==> config.mk <==
export PLATFORM = sky130hd
export DESIGN_NAME = ps2_mouse_packet_decoder_core
export DESIGN_NICKNAME = d
export VERILOG_FILES = /design/src/design/pmd_pkg.sv /design/src/design/pmd_front.sv /design/src/design/pmd_queue.sv /design/src/design/pmd_back.sv /design/src/design/ps2_mouse_packet_decoder_core.sv
export SDC_FILE = /design/constraint.sdc
export NUM_CORES = 1
export LEC_CHECK = 0
export ABC_AREA = 1
export BUFFER_PORTS_ARGS = -buffer_cell sky130_fd_sc_hd__buf_2
export CAP_MARGIN = 15
export CORE_MARGIN = 8
export CORE_UTILIZATION = 39
export CTS_CLUSTER_DIAMETER = 50
export DETAILED_ROUTE_END_ITERATION = 10
export HOLD_SLACK_MARGIN = 0.1
export PLACE_DENSITY = 0.62
export SKIP_LAST_GASP = 1
export SLEW_MARGIN = 10
export SYNTH_ARGS = -nofsm -noshare
export SYNTH_HDL_FRONTEND = slang
export SYNTH_SLANG_ARGS = --single-unit
==> constraint.sdc <==
create_clock -name clk -period 2.35 [get_ports clk]
set_clock_uncertainty 0.1 [all_clocks]
set_input_delay 0.235 -clock clk [delete_from_list [all_inputs] [get_ports clk]]
set_output_delay 0.235 -clock clk [all_outputs]
set_load 0.005 [all_outputs]
==> src/design/pmd_pkg.sv <==
// Shared types and constants for the PS/2 mouse packet decoder.
// Used by the front, queue, back and top-level modules; depends on nothing.
package pmd_pkg;

	localparam int EV_COUNT = 5;
	localparam int EV_X = 0;
	localparam int EV_Y = 1;
	localparam int EV_LEFT = 2;
	localparam int EV_RIGHT = 3;
	localparam int EV_MIDDLE = 4;

	localparam int SYNC_BIT = 3;

	localparam logic KIND_MOVE = 1'b0;
	localparam logic KIND_BUTTON = 1'b1;

	localparam logic [1:0] CODE_X = 2'd0;
	localparam logic [1:0] CODE_Y = 2'd1;
	localparam logic [1:0] CODE_LEFT = 2'd0;
	localparam logic [1:0] CODE_RIGHT = 2'd1;
	localparam logic [1:0] CODE_MIDDLE = 2'd2;

	typedef enum logic [1:0] {
		POS_FIRST = 2'd0,
		POS_SECOND = 2'd1,
		POS_THIRD = 2'd2
	} pos_t;

	typedef struct packed {
		logic [7:0] dx;
		logic [8:0] dy;
		logic [2:0] buttons;
		logic [EV_COUNT-1:0] mask;
	} pkt_t;

endpackage

==> src/design/pmd_front.sv <==
// Front part: accepts mouse bytes, resyncs, assembles packets and classifies events.
// Pushes one packet record per packet with at least one event. Depends on pmd_pkg.
module pmd_front (
	input  logic           clk,
	input  logic           arst_n,
	input  logic           cfg_wr_en,
	input  logic           cfg_wr_data,
	input  logic           in_valid,
	output logic           in_stall,
	input  logic [7:0]     data_byte,
	input  logic           q_full,
	output logic           push,
	output pmd_pkg::pkt_t  push_rec
);

	logic enable_q;
	pmd_pkg::pos_t pos_q;
	logic [7:0] held0_q;
	logic [7:0] held1_q;
	logic [2:0] prev_buttons_q;
	logic accept;
	logic completes;
	logic [2:0] changed;

	assign in_stall = q_full;
	assign accept = in_valid && !in_stall && enable_q;
	assign completes = accept && (pos_q == pmd_pkg::POS_THIRD);
	assign changed = held0_q[2:0] ^ prev_buttons_q;

	always_comb begin
		push_rec.dx = held1_q;
		push_rec.dy = 9'd0 - {data_byte[7], data_byte};
		push_rec.buttons = held0_q[2:0];
		push_rec.mask[pmd_pkg::EV_X] = (held1_q != 8'd0);
		push_rec.mask[pmd_pkg::EV_Y] = (data_byte != 8'd0);
		push_rec.mask[pmd_pkg::EV_LEFT] = changed[0];
		push_rec.mask[pmd_pkg::EV_RIGHT] = changed[1];
		push_rec.mask[pmd_pkg::EV_MIDDLE] = changed[2];
	end

	assign push = completes && (push_rec.mask != '0);

	always_ff @(posedge clk or negedge arst_n) begin
		if (!arst_n) begin
			enable_q <= 1'b1;
			pos_q <= pmd_pkg::POS_FIRST;
			prev_buttons_q <= 3'd0;
		end else begin
			if (cfg_wr_en) begin
				enable_q <= cfg_wr_data;
			end
			if (accept) begin
				unique case (pos_q)
					pmd_pkg::POS_FIRST: begin
						if (data_byte[pmd_pkg::SYNC_BIT]) begin
							pos_q <= pmd_pkg::POS_SECOND;
						end
					end
					pmd_pkg::POS_SECOND: begin
						pos_q <= pmd_pkg::POS_THIRD;
					end
					default: begin
						pos_q <= pmd_pkg::POS_FIRST;
						prev_buttons_q <= held0_q[2:0];
					end
				endcase
			end
		end
	end

	always_ff @(posedge clk) begin
		if (accept && pos_q == pmd_pkg::POS_FIRST) begin
			held0_q <= data_byte;
		end
		if (accept && pos_q == pmd_pkg::POS_SECOND) begin
			held1_q <= data_byte;
		end
	end

endmodule

==> src/design/pmd_queue.sv <==
// Two-entry queue of packet records between the front and back parts.
// Depends on pmd_pkg for the record type.
module pmd_queue (
	input  logic           clk,
	input  logic           arst_n,
	input  logic           push,
	input  pmd_pkg::pkt_t  push_rec,
	output logic           full,
	input  logic           pop,
	output logic           head_valid,
	output pmd_pkg::pkt_t  head_rec
);

	pmd_pkg::pkt_t mem_q [2];
	logic wr_ptr_q;
	logic rd_ptr_q;
	logic [1:0] count_q;

	assign full = (count_q == 2'd2);
	assign head_valid = (count_q != 2'd0);
	assign head_rec = mem_q[rd_ptr_q];

	always_ff @(posedge clk or negedge arst_n) begin
		if (!arst_n) begin
			wr_ptr_q <= 1'b0;
			rd_ptr_q <= 1'b0;
			count_q <= 2'd0;
		end else begin
			if (push) begin
				wr_ptr_q <= !wr_ptr_q;
			end
			if (pop) begin
				rd_ptr_q <= !rd_ptr_q;
			end
			if (push && !pop) begin
				count_q <= count_q + 2'd1;
			end else if (pop && !push) begin
				count_q <= count_q - 2'd1;
			end
		end
	end

	always_ff @(posedge clk) begin
		if (push) begin
			mem_q[wr_ptr_q] <= push_rec;
		end
	end

endmodule

==> src/design/pmd_back.sv <==
// Back part: walks a packet record's pending events, one per cycle when
// not stalled, into the registered output channel. Depends on pmd_pkg.
module pmd_back (
	input  logic                clk,
	input  logic                arst_n,
	input  logic                head_valid,
	input  pmd_pkg::pkt_t       head_rec,
	output logic                pop,
	output logic                out_valid,
	input  logic                out_stall,
	output logic                event_kind,
	output logic [1:0]          event_code,
	output logic signed [8:0]   event_value,
	output logic                last_of_run
);

	pmd_pkg::pkt_t rec_q;
	logic [pmd_pkg::EV_COUNT-1:0] pending_q;
	logic out_valid_q;
	logic kind_q;
	logic [1:0] code_q;
	logic [8:0] value_q;
	logic last_q;

	logic can_load;
	logic emit;
	logic [pmd_pkg::EV_COUNT-1:0] sel;
	logic [pmd_pkg::EV_COUNT-1:0] rest;
	logic nx_kind;
	logic [1:0] nx_code;
	logic [8:0] nx_value;

	assign can_load = !out_valid_q || !out_stall;
	assign emit = can_load && (pending_q != '0);
	assign sel = pending_q & (~pending_q + 1'b1);
	assign rest = pending_q & ~sel;
	assign pop = head_valid && (emit ? (rest == '0) : (pending_q == '0));

	always_comb begin
		nx_kind = pmd_pkg::KIND_BUTTON;
		nx_code = pmd_pkg::CODE_MIDDLE;
		nx_value = {8'd0, rec_q.buttons[2]};
		priority if (sel[pmd_pkg::EV_X]) begin
			nx_kind = pmd_pkg::KIND_MOVE;
			nx_code = pmd_pkg::CODE_X;
			nx_value = {rec_q.dx[7], rec_q.dx};
		end else if (sel[pmd_pkg::EV_Y]) begin
			nx_kind = pmd_pkg::KIND_MOVE;
			nx_code = pmd_pkg::CODE_Y;
			nx_value = rec_q.dy;
		end else if (sel[pmd_pkg::EV_LEFT]) begin
			nx_code = pmd_pkg::CODE_LEFT;
			nx_value = {8'd0, rec_q.buttons[0]};
		end else if (sel[pmd_pkg::EV_RIGHT]) begin
			nx_code = pmd_pkg::CODE_RIGHT;
			nx_value = {8'd0, rec_q.buttons[1]};
		end else begin
			nx_code = pmd_pkg::CODE_MIDDLE;
		end
	end

	always_ff @(posedge clk or negedge arst_n) begin
		if (!arst_n) begin
			pending_q <= '0;
			out_valid_q <= 1'b0;
		end else begin
			if (pop) begin
				pending_q <= head_rec.mask;
			end else if (emit) begin
				pending_q <= rest;
			end
			if (can_load) begin
				out_valid_q <= emit;
			end
		end
	end

	always_ff @(posedge clk) begin
		if (pop) begin
			rec_q <= head_rec;
		end
		if (emit) begin
			kind_q <= nx_kind;
			code_q <= nx_code;
			value_q <= nx_value;
			last_q <= (rest == '0);
		end
	end

	assign out_valid = out_valid_q;
	assign event_kind = kind_q;
	assign event_code = code_q;
	assign event_value = $signed(value_q);
	assign last_of_run = last_q;

	a_move_nonzero: assert property (@(posedge clk) disable iff (!arst_n)
		out_valid_q && kind_q == pmd_pkg::KIND_MOVE |-> value_q != 9'd0)
		else $error("move event with zero displacement");

	a_button_value: assert property (@(posedge clk) disable iff (!arst_n)
		out_valid_q && kind_q == pmd_pkg::KIND_BUTTON |-> value_q[8:1] == 8'd0)
		else $error("button event value is not 0 or 1");

	a_run_continues: assert property (@(posedge clk) disable iff (!arst_n)
		out_valid_q && !out_stall && !last_q |=> out_valid_q)
		else $error("event run broken before its last event");

endmodule

==> src/design/ps2_mouse_packet_decoder_core.sv <==
// Top level of the PS/2 mouse packet decoder: front, queue and back parts.
// Depends on pmd_pkg, pmd_front, pmd_queue and pmd_back.
//
//   channel | handshake            | payload
//   --------+----------------------+----------------------------------------------
//   in      | in_valid / in_stall  | data_byte
//   out     | out_valid / out_stall| event_kind, event_code, event_value, last_of_run
//   cfg     | cfg_wr_en            | cfg_wr_data (enable)
//
// A byte is accepted every cycle while the two-entry packet queue has room.
// A completing byte yields up to five events, sent one per cycle from the
// back part while the output is not stalled.
// Reset clears the byte position and button history and sets enable.
// An output stall holds the event register; the queue absorbs two packets
// before the input stalls.
module ps2_mouse_packet_decoder_core (
	input  logic               clk,
	input  logic               arst_n,
	input  logic               cfg_wr_en,
	input  logic               cfg_wr_data,
	input  logic               in_valid,
	output logic               in_stall,
	input  logic [7:0]         data_byte,
	output logic               out_valid,
	input  logic               out_stall,
	output logic               event_kind,
	output logic [1:0]         event_code,
	output logic signed [8:0]  event_value,
	output logic               last_of_run
);

	logic q_full;
	logic push;
	pmd_pkg::pkt_t push_rec;
	logic pop;
	logic head_valid;
	pmd_pkg::pkt_t head_rec;

	pmd_front u_front (
		.clk         (clk),
		.arst_n      (arst_n),
		.cfg_wr_en   (cfg_wr_en),
		.cfg_wr_data (cfg_wr_data),
		.in_valid    (in_valid),
		.in_stall    (in_stall),
		.data_byte   (data_byte),
		.q_full      (q_full),
		.push        (push),
		.push_rec    (push_rec)
	);

	pmd_queue u_queue (
		.clk        (clk),
		.arst_n     (arst_n),
		.push       (push),
		.push_rec   (push_rec),
		.full       (q_full),
		.pop        (pop),
		.head_valid (head_valid),
		.head_rec   (head_rec)
	);

	pmd_back u_back (
		.clk         (clk),
		.arst_n      (arst_n),
		.head_valid  (head_valid),
		.head_rec    (head_rec),
		.pop         (pop),
		.out_valid   (out_valid),
		.out_stall   (out_stall),
		.event_kind  (event_kind),
		.event_code  (event_code),
		.event_value (event_value),
		.last_of_run (last_of_run)
	);

endmodule

==> flow_summary.toml <==
[status]
status = "finished, final reports clean"

[drt]
antenna_left = 0
post_drt_wl_per_cell_um = 14.3
wirelength_um = 6740
drt_first_pass_iters = 4
routed_via_density = 4.57
drt_iter0_drc = 115
num_vias = 2155
route.detailed.drc = 0

[synth]
synthAdderAreaFrac = 0.00587
avgSynthCellArea_sq_um = 15.5
synthMuxAreaShare = 0.0766
ys_types = 29
syn_area_sq_um = 4270
ys_seq_area_frac = 0.756
synth_compound_area_frac = 0.0340
synth-xor-area-share = 0.0246
synth_warnings = 0
synth_top_family_by_area = "simple AND/OR/NAND/NOR gates"
synth-seq-cells = 110
yosys.area_share.simple = 0.0780
netlist_instances = 275
syn_nets = 291

[global_routing]
grt_pass1_wl_um = 11400
grt_max_degree = 27
track_usage = 0.0999
grt_pass1_vias = 2253
antenna_found_initial = 0
grt_overflow = 0

[setup_path]
worstReg2RegStart = "u_front.enable_q"
ff2ff_path_depth = 10
r2r-end = "u_queue.count_q[1]"
cp_max_fo = 5
end_kind = "register"
rrSetupSlack_ns = 0.25
cpMaxStageDelayCell = "dlygate4sd3_1"
crit_type = "primary input to register"
crit_chain = "dlygate4sd3_1, buf_2, nor2_1, nand2_1, nor2_4, nand4_1, nand2_1, inv_1, ha_1, a21oi_1, o21ai_0, xor2_1"
arrival_ns = 2.33
critPathRequiredTime_ns = 2.49
cpPeakStageDelay_ns = 0.53
cp_common_cell = "nand2_1"
critPathLaunchType = "primary input"

[placed_design]
routabilityCongestion = 0.696
portBuffers = 28
post-dp-hpwl_um = 4690

[sta]
post-route-period-util = 0.931
min_period_ns = 2.19
clock.fmax_mhz = 457
setup_tns_ns = 0
slew_headroom = 0.675
tightest_slew_ns = 0.484
whs_ns = 0.115
slew_viol_final = 0
setup_viol = 0
grt_setup_unrepaired = "no"
hold_viol_final = 0

[worst_hold_path]
hold_start = "out_stall"
holdPathStages = 5
holdPathEnd = "u_back.out_valid"
hold_path.class = "primary input to register"

[power_and_ir_drop]
p_per_area_nw_per_um2 = 1030
clock_power_share = 0.193
power.switching_w = 0.00149
p_leak_nw = 1.82
pwr-share-comb = 0.253
p_sw_frac = 0.294
p_int_w = 0.00358
sequentialPowerShare = 0.554
ir_drop_mv = 0.469

[layout]
n_fill_cell = 990
regArea_sq_um = 3220
drive_above_1_share = 0.265
insertedDiodeCount = 0
multi_input_area_sq_um = 945
syn_to_final_growth_pct = 15.3
fin_nets = 343

[floorplanning]
ios = 29
die_w_um = 121
dieArea_sq_um = 14500
start_util = 0.397
die_y_um = 121
placement_rows = 38
core-area_sq_um = 10700

[cts]
cts_root_buffer = "clkbuf_8"
clk_latency_ns = 0.36
cts_setup_buffers = 0
clk_pin_slew_ns = 0.10
h-tree-depth = 3
cts_made_buffers = 9
cts_sinks = 110
tritoncts = "built"
clk_path_buf_depth = 2

[job]
cap_violations = 0
timing repair:
action,4_1_cts,5_1_grt
hold buffers,11,0
endpoints found under the setup margin,0,1
hold endpoints to repair,31,0
gates resized for setup,0,2
how the worst max path moves through the flow:
stage,start,cells after the start,to,slack [ns]
after floorplan,u_front.enable_q,6,u_queue.mem_q[1][0],0.14
after global placement,data_byte[0],12,u_queue.count_q[1],0.18
after detailed placement,data_byte[0],12,u_queue.count_q[1],0.08
after CTS,data_byte[3],12,u_queue.count_q[1],0.03
after global routing,data_byte[3],12,u_queue.count_q[1],0.03
final,data_byte[3],12,u_queue.count_q[1],0.16
power by group through the flow:
stage | clock network [W] | registers [W] | logic, W
after floorplan | 0 | 0.00283 | 0.000900
after global placement | 0 | 0.00284 | 0.00126
after detailed placement | 0 | 0.00286 | 0.00129
after CTS | 0.00101 | 0.00281 | 0.00132
after global routing | 0.00109 | 0.00285 | 0.00145
final | 0.000980 | 0.00281 | 0.00128
flip-flops by register name (all words and copies together) (netlist names):
name / count
u_queue.wr_ptr_q: 1
u_back.event_code: 2
u_queue.rd_ptr_q: 1
u_back.out_valid: 1
u_back.event_value: 9
u_back.last_of_run: 1
u_front.pos_q: 2
u_back.rec_q: 20
u_back.pending_q: 5
u_front.held0_q: 3
u_queue.mem_q: 50
u_front.prev_buttons_q: 3
u_queue.count_q: 2
u_front.held1_q: 8
u_front.enable_q: 1
u_back.event_kind: 1
worst max-delay path: cells and delay by family:
kind / cells / cell delay [ns]
buffers and inverters: 3 / 0.75
AND/OR/NAND/NOR: 5 / 0.68
adder cells (fa/ha/maj): 1 / 0.30
AO/OA/AOI/OAI: 2 / 0.23
XOR/XNOR: 1 / 0.15
placed cells by master (no fill, tap or decap):
| cell | instances |
|---|---|
| inv_1 | 22 |
| nand3b_4 | 1 |
| buf_4 | 4 |
| clkbuf_1 | 1 |
| inv_2 | 1 |
| nor2_4 | 2 |
| o21ai_0 | 6 |
| nor2_2 | 2 |
| nand3_1 | 3 |
| nand2_4 | 1 |
| dfrtp_1 | 15 |
| nand2_2 | 2 |
| nand4_1 | 1 |
| nand4_2 | 1 |
| clkinv_4 | 2 |
| xnor2_1 | 6 |
| mux2_2 | 29 |
| clkinvlp_4 | 1 |
| clkinv_1 | 1 |
| and3_1 | 1 |
| clkbuf_8 | 9 |
| a21oi_1 | 6 |
| nand2_1 | 30 |
| dfstp_2 | 1 |
| edfxtp_1 | 94 |
| a22o_1 | 6 |
| o211ai_1 | 1 |
| a21o_1 | 1 |
| buf_12 | 2 |
| dlygate4sd3_1 | 11 |
| o21ai_1 | 2 |
| clkinv_2 | 2 |
| nor3_1 | 5 |
| nor2_1 | 23 |
| xor2_1 | 6 |
| buf_2 | 28 |
| a21boi_0 | 1 |
| ha_1 | 2 |
cell type report:
cell class,count,area share
Sequential cell,110,0.656
Multi-Input combinational cell,138,0.192
Timing Repair Buffer,45,0.0651
Tap cell,140,0.0356
Clock buffer,10,0.0260
Inverter,23,0.0176
Clock inverter,6,0.00789
metal layers:
metal | part of all wire | GRT usage | vias to the layer above
li1 | - | - | 1082
met1 | 0.48 | 0.131 | 1038
met2 | 0.47 | 0.155 | 29
met3 | 0.035 | 0.0284 | 6
met4 | 0.013 | 0.0375 | 0
met5 | 0 | 0 | -
stage by stage:
step / power, W / std cells / setup WS [ns] / util / area [sq um]
after detailed placement: 0.00415 / 445 / 0.0795 / 0.431 / 4630
after floorplan: 0.00373 / 275 / 0.143 / - / 4270
after global placement: 0.00410 / 445 / 0.183 / 0.431 / 4630
after global routing: 0.00540 / 472 / 0.0267 / 0.458 / 4920
after CTS: 0.00514 / 472 / 0.0322 / 0.457 / 4910
final: 0.00507 / 472 / 0.162 / 0.458 / 4920
cells by family (layout without fill, tap and decap cells):
| family | after synthesis | count (layout) |
|---|---|---|
| compound gates | 23 | 23 |
| xor+xnor | 12 | 12 |
| fa+ha+maj | 2 | 2 |
| mux | 29 | 29 |
| buf+inv | 27 | 84 |
| simple gates | 72 | 72 |
| flops | 110 | 110 |
cell usage after synthesis:
| cell | number | area [sq um] |
|---|---|---|
| nand2_1 | 30 | 113 |
| o21ai_0 | 6 | 30.0 |
| nor2_4 | 1 | 11.3 |
| and3_1 | 1 | 6.26 |
| a21o_1 | 1 | 7.51 |
| nand3_1 | 3 | 15.0 |
| xnor2_1 | 6 | 52.6 |
| dfstp_2 | 1 | 26.3 |
| nor3_1 | 5 | 25.0 |
| nand2_4 | 1 | 11.3 |
| a21boi_0 | 1 | 7.51 |
| inv_2 | 1 | 3.75 |
| a21oi_1 | 6 | 30.0 |
| ha_1 | 2 | 25.0 |
| edfxtp_1 | 94 | 2820 |
| mux2_2 | 29 | 327 |
| dfrtp_1 | 15 | 375 |
| xor2_1 | 6 | 52.6 |
| inv_1 | 22 | 82.6 |
| nand4_2 | 1 | 12.5 |
| o21ai_1 | 2 | 10.0 |
| nor2_1 | 25 | 93.8 |
| o211ai_1 | 1 | 7.51 |
| buf_2 | 4 | 20.0 |
| nor2_2 | 1 | 6.26 |
| nand3b_4 | 1 | 20.0 |
| nand4_1 | 1 | 6.26 |
| a22o_1 | 6 | 52.6 |
| nand2_2 | 2 | 12.5 |
(Power assumes the default switching activity.)
